<file path="config.mk">
export PLATFORM = sky130hd
export DESIGN_NAME = tpa_isqrt
export DESIGN_NICKNAME = d
export VERILOG_FILES = /design/src/design/tpa_isqrt.sv
export SDC_FILE = /design/constraint.sdc
export NUM_CORES = 2
export LEC_CHECK = 0
export BUFFER_PORTS_ARGS = -buffer_cell sky130_fd_sc_hd__buf_2
export CAP_MARGIN = 25
export CORE_MARGIN = 2
export CORE_UTILIZATION = 40
export CTS_CLUSTER_SIZE = 14
export DETAILED_ROUTE_END_ITERATION = 10
export SLEW_MARGIN = 40
export SYNTH_ARGS = -nofsm -noshare
export SYNTH_HDL_FRONTEND = slang
export SYNTH_SLANG_ARGS = --single-unit
</file>
<file path="constraint.sdc">
create_clock -name clk -period 7.2 [get_ports clk]
set_input_delay 2.16 -clock clk [delete_from_list [all_inputs] [get_ports clk]]
set_output_delay 2.16 -clock clk [all_outputs]
set_load 0.02 [all_outputs]
</file>
<file path="src/design/tpa_isqrt.sv">
module tpa_isqrt #(
	parameter int W      = 54,
	parameter int SIDE_W = 1
) (
	input  logic              clk,
	input  logic              arst_n,
	input  logic              en,
	input  logic              valid,
	input  logic [W-1:0]      radicand,
	input  logic [SIDE_W-1:0] side,
	output logic              valid_out,
	output logic [W/2-1:0]    root,
	output logic [SIDE_W-1:0] side_out
);

	localparam int K = W / 2;

	logic [W-1:0]      v_s [K];
	logic [W-1:0]      r_s [K];
	logic [SIDE_W-1:0] sd_s [K];
	logic              vld_s [K];

	// One result bit per stage, from the top pair of radicand bits down.
	for (genvar k = 0; k < K; k++) begin : g_stage
		localparam logic [W-1:0] B = W'(1) << (2 * (K - 1 - k));

		logic [W-1:0]      vi;
		logic [W-1:0]      ri;
		logic [W-1:0]      rb;
		logic [SIDE_W-1:0] si;
		logic              vv;

		if (k == 0) begin : g_first
			assign vi = radicand;
			assign ri = '0;
			assign si = side;
			assign vv = valid;
		end else begin : g_next
			assign vi = v_s[k-1];
			assign ri = r_s[k-1];
			assign si = sd_s[k-1];
			assign vv = vld_s[k-1];
		end

		assign rb = ri + B;

		always_ff @(posedge clk) begin
			if (en) begin
				if (vi >= rb) begin
					v_s[k] <= vi - rb;
					r_s[k] <= (ri >> 1) + B;
				end else begin
					v_s[k] <= vi;
					r_s[k] <= ri >> 1;
				end
				sd_s[k] <= si;
			end
		end

		always_ff @(posedge clk or negedge arst_n) begin
			if (!arst_n) begin
				vld_s[k] <= 1'b0;
			end else if (en) begin
				vld_s[k] <= vv;
			end
		end
	end

	assign root      = r_s[K-1][K-1:0];
	assign side_out  = sd_s[K-1];
	assign valid_out = vld_s[K-1];

endmodule

</file>
==> insert_results.sql <==
INSERT INTO impl_metrics (metric_group, metric, value, unit) VALUES
('global_routing', 'grt_pass1_wl', '299500', 'microns'),
('cts', 'cts_sinks', '1836', ''),
('synthesis', 'share_of_the_synthesized_area_in_compound_gates_ao_oa_aoi_oai', '0.08814', ''),
('sta', 'fin_ws', '2.565', 'ns'),
('synthesis', 'postSynthNetCount', '7268', ''),
('place', 'placer_congestion_estimate', '0.8804', ''),
('cts', 'holdBufCountCts', '0', ''),
('setup_path', 'rrSetupSlack', '2.57', 'ns'),
('synthesis', 'mux_cell_area_share_after_synthesis', '0.008582', ''),
('synthesis', 'synth-async-reset-ratio', '0.01471', ''),
('routing', 'drc', '0', ''),
('floorplan', 'io_pins', '88', ''),
('place', 'dp_hpwl', '144500', 'microns'),
('synthesis', 'main_combinational_cell_family_by_area_after_synthesis', 'simple AND/OR/NAND/NOR gates', ''),
('cells_and_area', 'nets', '7435', ''),
('cts', 'htree_levels', '4', ''),
('sta', 'timing.final.hold_violations', '0', ''),
('routing', 'post_drt_via_cell_ratio', '5.354', ''),
('global_routing', 'grt_antenna_before_repair', '2', ''),
('sta', 'setup_repair_after_global_routing_missed_its_margin', 'false', ''),
('cts', 'clkLatencyLatePin', '0.84', 'ns'),
('synthesis', 'synth_edf_count', '1809', ''),
('floorplan', 'die_area', '220600', 'sq um'),
('floorplan', 'core-area', '215000', 'sq um'),
('setup_path', 'critical_path_end_type', 'flop', ''),
('sta', 'setup_violations', '0', ''),
('floorplan', 'die_h', '469.7', 'microns'),
('synthesis', 'synth_area_leaders', 'edfxtp_1, ha_1, xor2_1', ''),
('sta', 'fin_crit_sh', '0.6437', ''),
('cells_and_area', 'flow.area_growth_from_synthesis', '12.34', '%'),
('sta', 'worst_clock_skew', '0.07254', 'ns'),
('cts', 'clk_path_buf_depth', '3', ''),
('routing', 'drt-wirelength-per-cell', '19.40', 'microns'),
('cts', 'clk_transition_reported_paths', '0.06', 'ns'),
('synthesis', 'synthAdderAreaFrac', '0.05798', ''),
('cts', 'ctsRootBufferMaster', 'clkbuf_16', ''),
('floorplan', 'die_x', '469.7', 'microns'),
('sta', 'timing.max_slew.rel_slack', '0.4065', ''),
('synthesis', 'synth-xor-area-share', '0.06260', ''),
('sta', 'period_needed', '4.635', 'ns'),
('cells_and_area', 'register_area', '55000', 'sq um'),
('setup_path', 'critical_path_class', 'flop to flop', ''),
('sta', 'setup_total_negative_slack', '0', 'ns'),
('power', 'worst_ir_drop_on_vdd', '0.2703', 'mV'),
('worst_hold_path', 'min_to', 'sd_s[1][7]', ''),
('synthesis', 'netlist.top_cell.by_area', 'edfxtp_1', ''),
('place', 'portBuffers', '87', ''),
('worst_hold_path', 'hold_start', 'sd_s[1][6]', ''),
('worst_hold_path', 'hold-path-cell-count', '0', ''),
('routing', 'first_iter_violations', '4414', ''),
('sta', 'finalMaxSlewViolations', '0', ''),
('routing', 'totalWireLength', '193600', 'microns'),
('sta', 'worst_slew_pin_slew', '0.8821', 'ns'),
('run', 'max-cap-violations', '0', ''),
('power', 'static_leakage_power', '36.04', 'nW'),
('synthesis', 'yosys.area.top_type_share', '0.6262', ''),
('cells_and_area', 'layout.filler_cells', '19162', ''),
('cts', 'quantity_of_gates_resized_following_cts', '0', ''),
('global_routing', 'global_route.usage.total', '0.1719', ''),
('cells_and_area', 'final_cell_mix', 'edfxtp_1, inv_1, nand2_1', ''),
('synthesis', 'yosys_warnings', '0', ''),
('power', 'power_density', '308.2', 'nW/um^2'),
('cts', 'postCtsSetupRepairBufs', '0', ''),
('floorplan', 'floorplan.initialDensity', '0.4034', ''),
('setup_path', 'worst_r2r_startpoint', 'r_s[1][332]', ''),
('cells_and_area', 'final_common_cell', 'edfxtp_1', ''),
('outcome', 'status', 'completed', ''),
('setup_path', 'regToRegEndpoint', 'v_s[1][415]', ''),
('setup_path', 'worstPathMaxFanout', '35', ''),
('cells_and_area', 'final_core_util', '0.4531', ''),
('synthesis', 'synthSimpleGateAreaFrac', '0.1206', '');
[stage by stage]
step                cells  hold WS, ns  total power, mW
floorplan            6807       0.4003            18.31
global placement     9614       0.4074            19.86
detailed placement   9617       0.4059            19.97
CTS                  9979       0.4220            30.26
global route         9979       0.4269            31.45
finish               9979       0.4195            30.04
[flip-flops by register name (all words and copies together), names as in the netlist]
| register | count |
|---|---|
| v_s | 1404 |
| r_s | 378 |
| sd_s | 27 |
| g_stage.vv | 26 |
| valid_out | 1 |
[worst max-delay path by stage]
stage / startpoint / endpoint / slack (ns) / depth (start not counted)
2_1_floorplan: en / r_s[1][488] / 1.34 / 5
3_3_place_gp: en / v_s[0][680] / 1.80 / 6
3_5_place_dp: en / v_s[1][371] / 1.85 / 9
4_1_cts: r_s[1][332] / v_s[1][415] / 2.66 / 12
5_1_grt: r_s[1][332] / v_s[1][427] / 2.25 / 12
6_report: r_s[1][332] / v_s[1][415] / 2.57 / 12
[report_power, final]
part | internal [mW] | total [mW] | switching (mW)
clock network | 5.96 | 10.2 | 4.26
logic | 2.19 | 5.28 | 3.09
registers | 13.5 | 14.5 | 1.07
[Yosys cell counts (all sizes together) (24+ instances only)]
cell type and number:
mux2 59, nor2 415, o21ai 368, a21oi 322, and3 24, o21a 68
o211ai 24, a211oi 43, clkbuf 145, or2 31, o21bai 28, or3 71
xnor2 293, nor2b 54, ha 402, nand3 113, nand4 98, or4 75
dfrtp 27, a31oi 40, nor4b 39, inv 486, edfxtp 1809, nor4 238
nand2b 82, xor2 327, nor3 184, o31ai 39, a21o 139, nand2 473
[layer usage]
metal,part of all wire,vias up,GRT usage
met1,0.43,26068,0.2192
met5,0,-,0
met4,0.022,0,0.04376
li1,-,25852,-
met3,0.045,279,0.02629
met2,0.51,1228,0.3042
[area by class of cell]
class / instances / share of cell area
multi-input combinational: 4328 / 0.3030
clock buffer: 236 / 0.05122
sequential: 1836 / 0.5644
inverter: 486 / 0.01872
clock inverter: 126 / 0.01691
tap: 2838 / 0.03644
timing repair buffer: 129 / 0.009309
[cell families after synthesis]
group / count (synthesis)
AOI/OAI and AO/OA: 1225
buffers and inverters: 643
adders and majority gates: 402
DFF: 1836
xor gates and xnor gates: 620
and+or+nand+nor: 2014
muxes: 67
[worst max-delay path, cell delays in order, from the launching register on]
cell and delay [ns]:
edfxtp_1 0.50, inv_1 0.08, ha_1 0.36, and4_1 0.31, a21o_1 0.19, o21ai_0 0.20
o21ai_0 0.66, a31oi_1 0.38, o41ai_4 0.29, buf_4 0.40, nand3_1 0.46, nor4_1 0.43
xor2_1 0.10
Power figures use the tool's default switching activity.
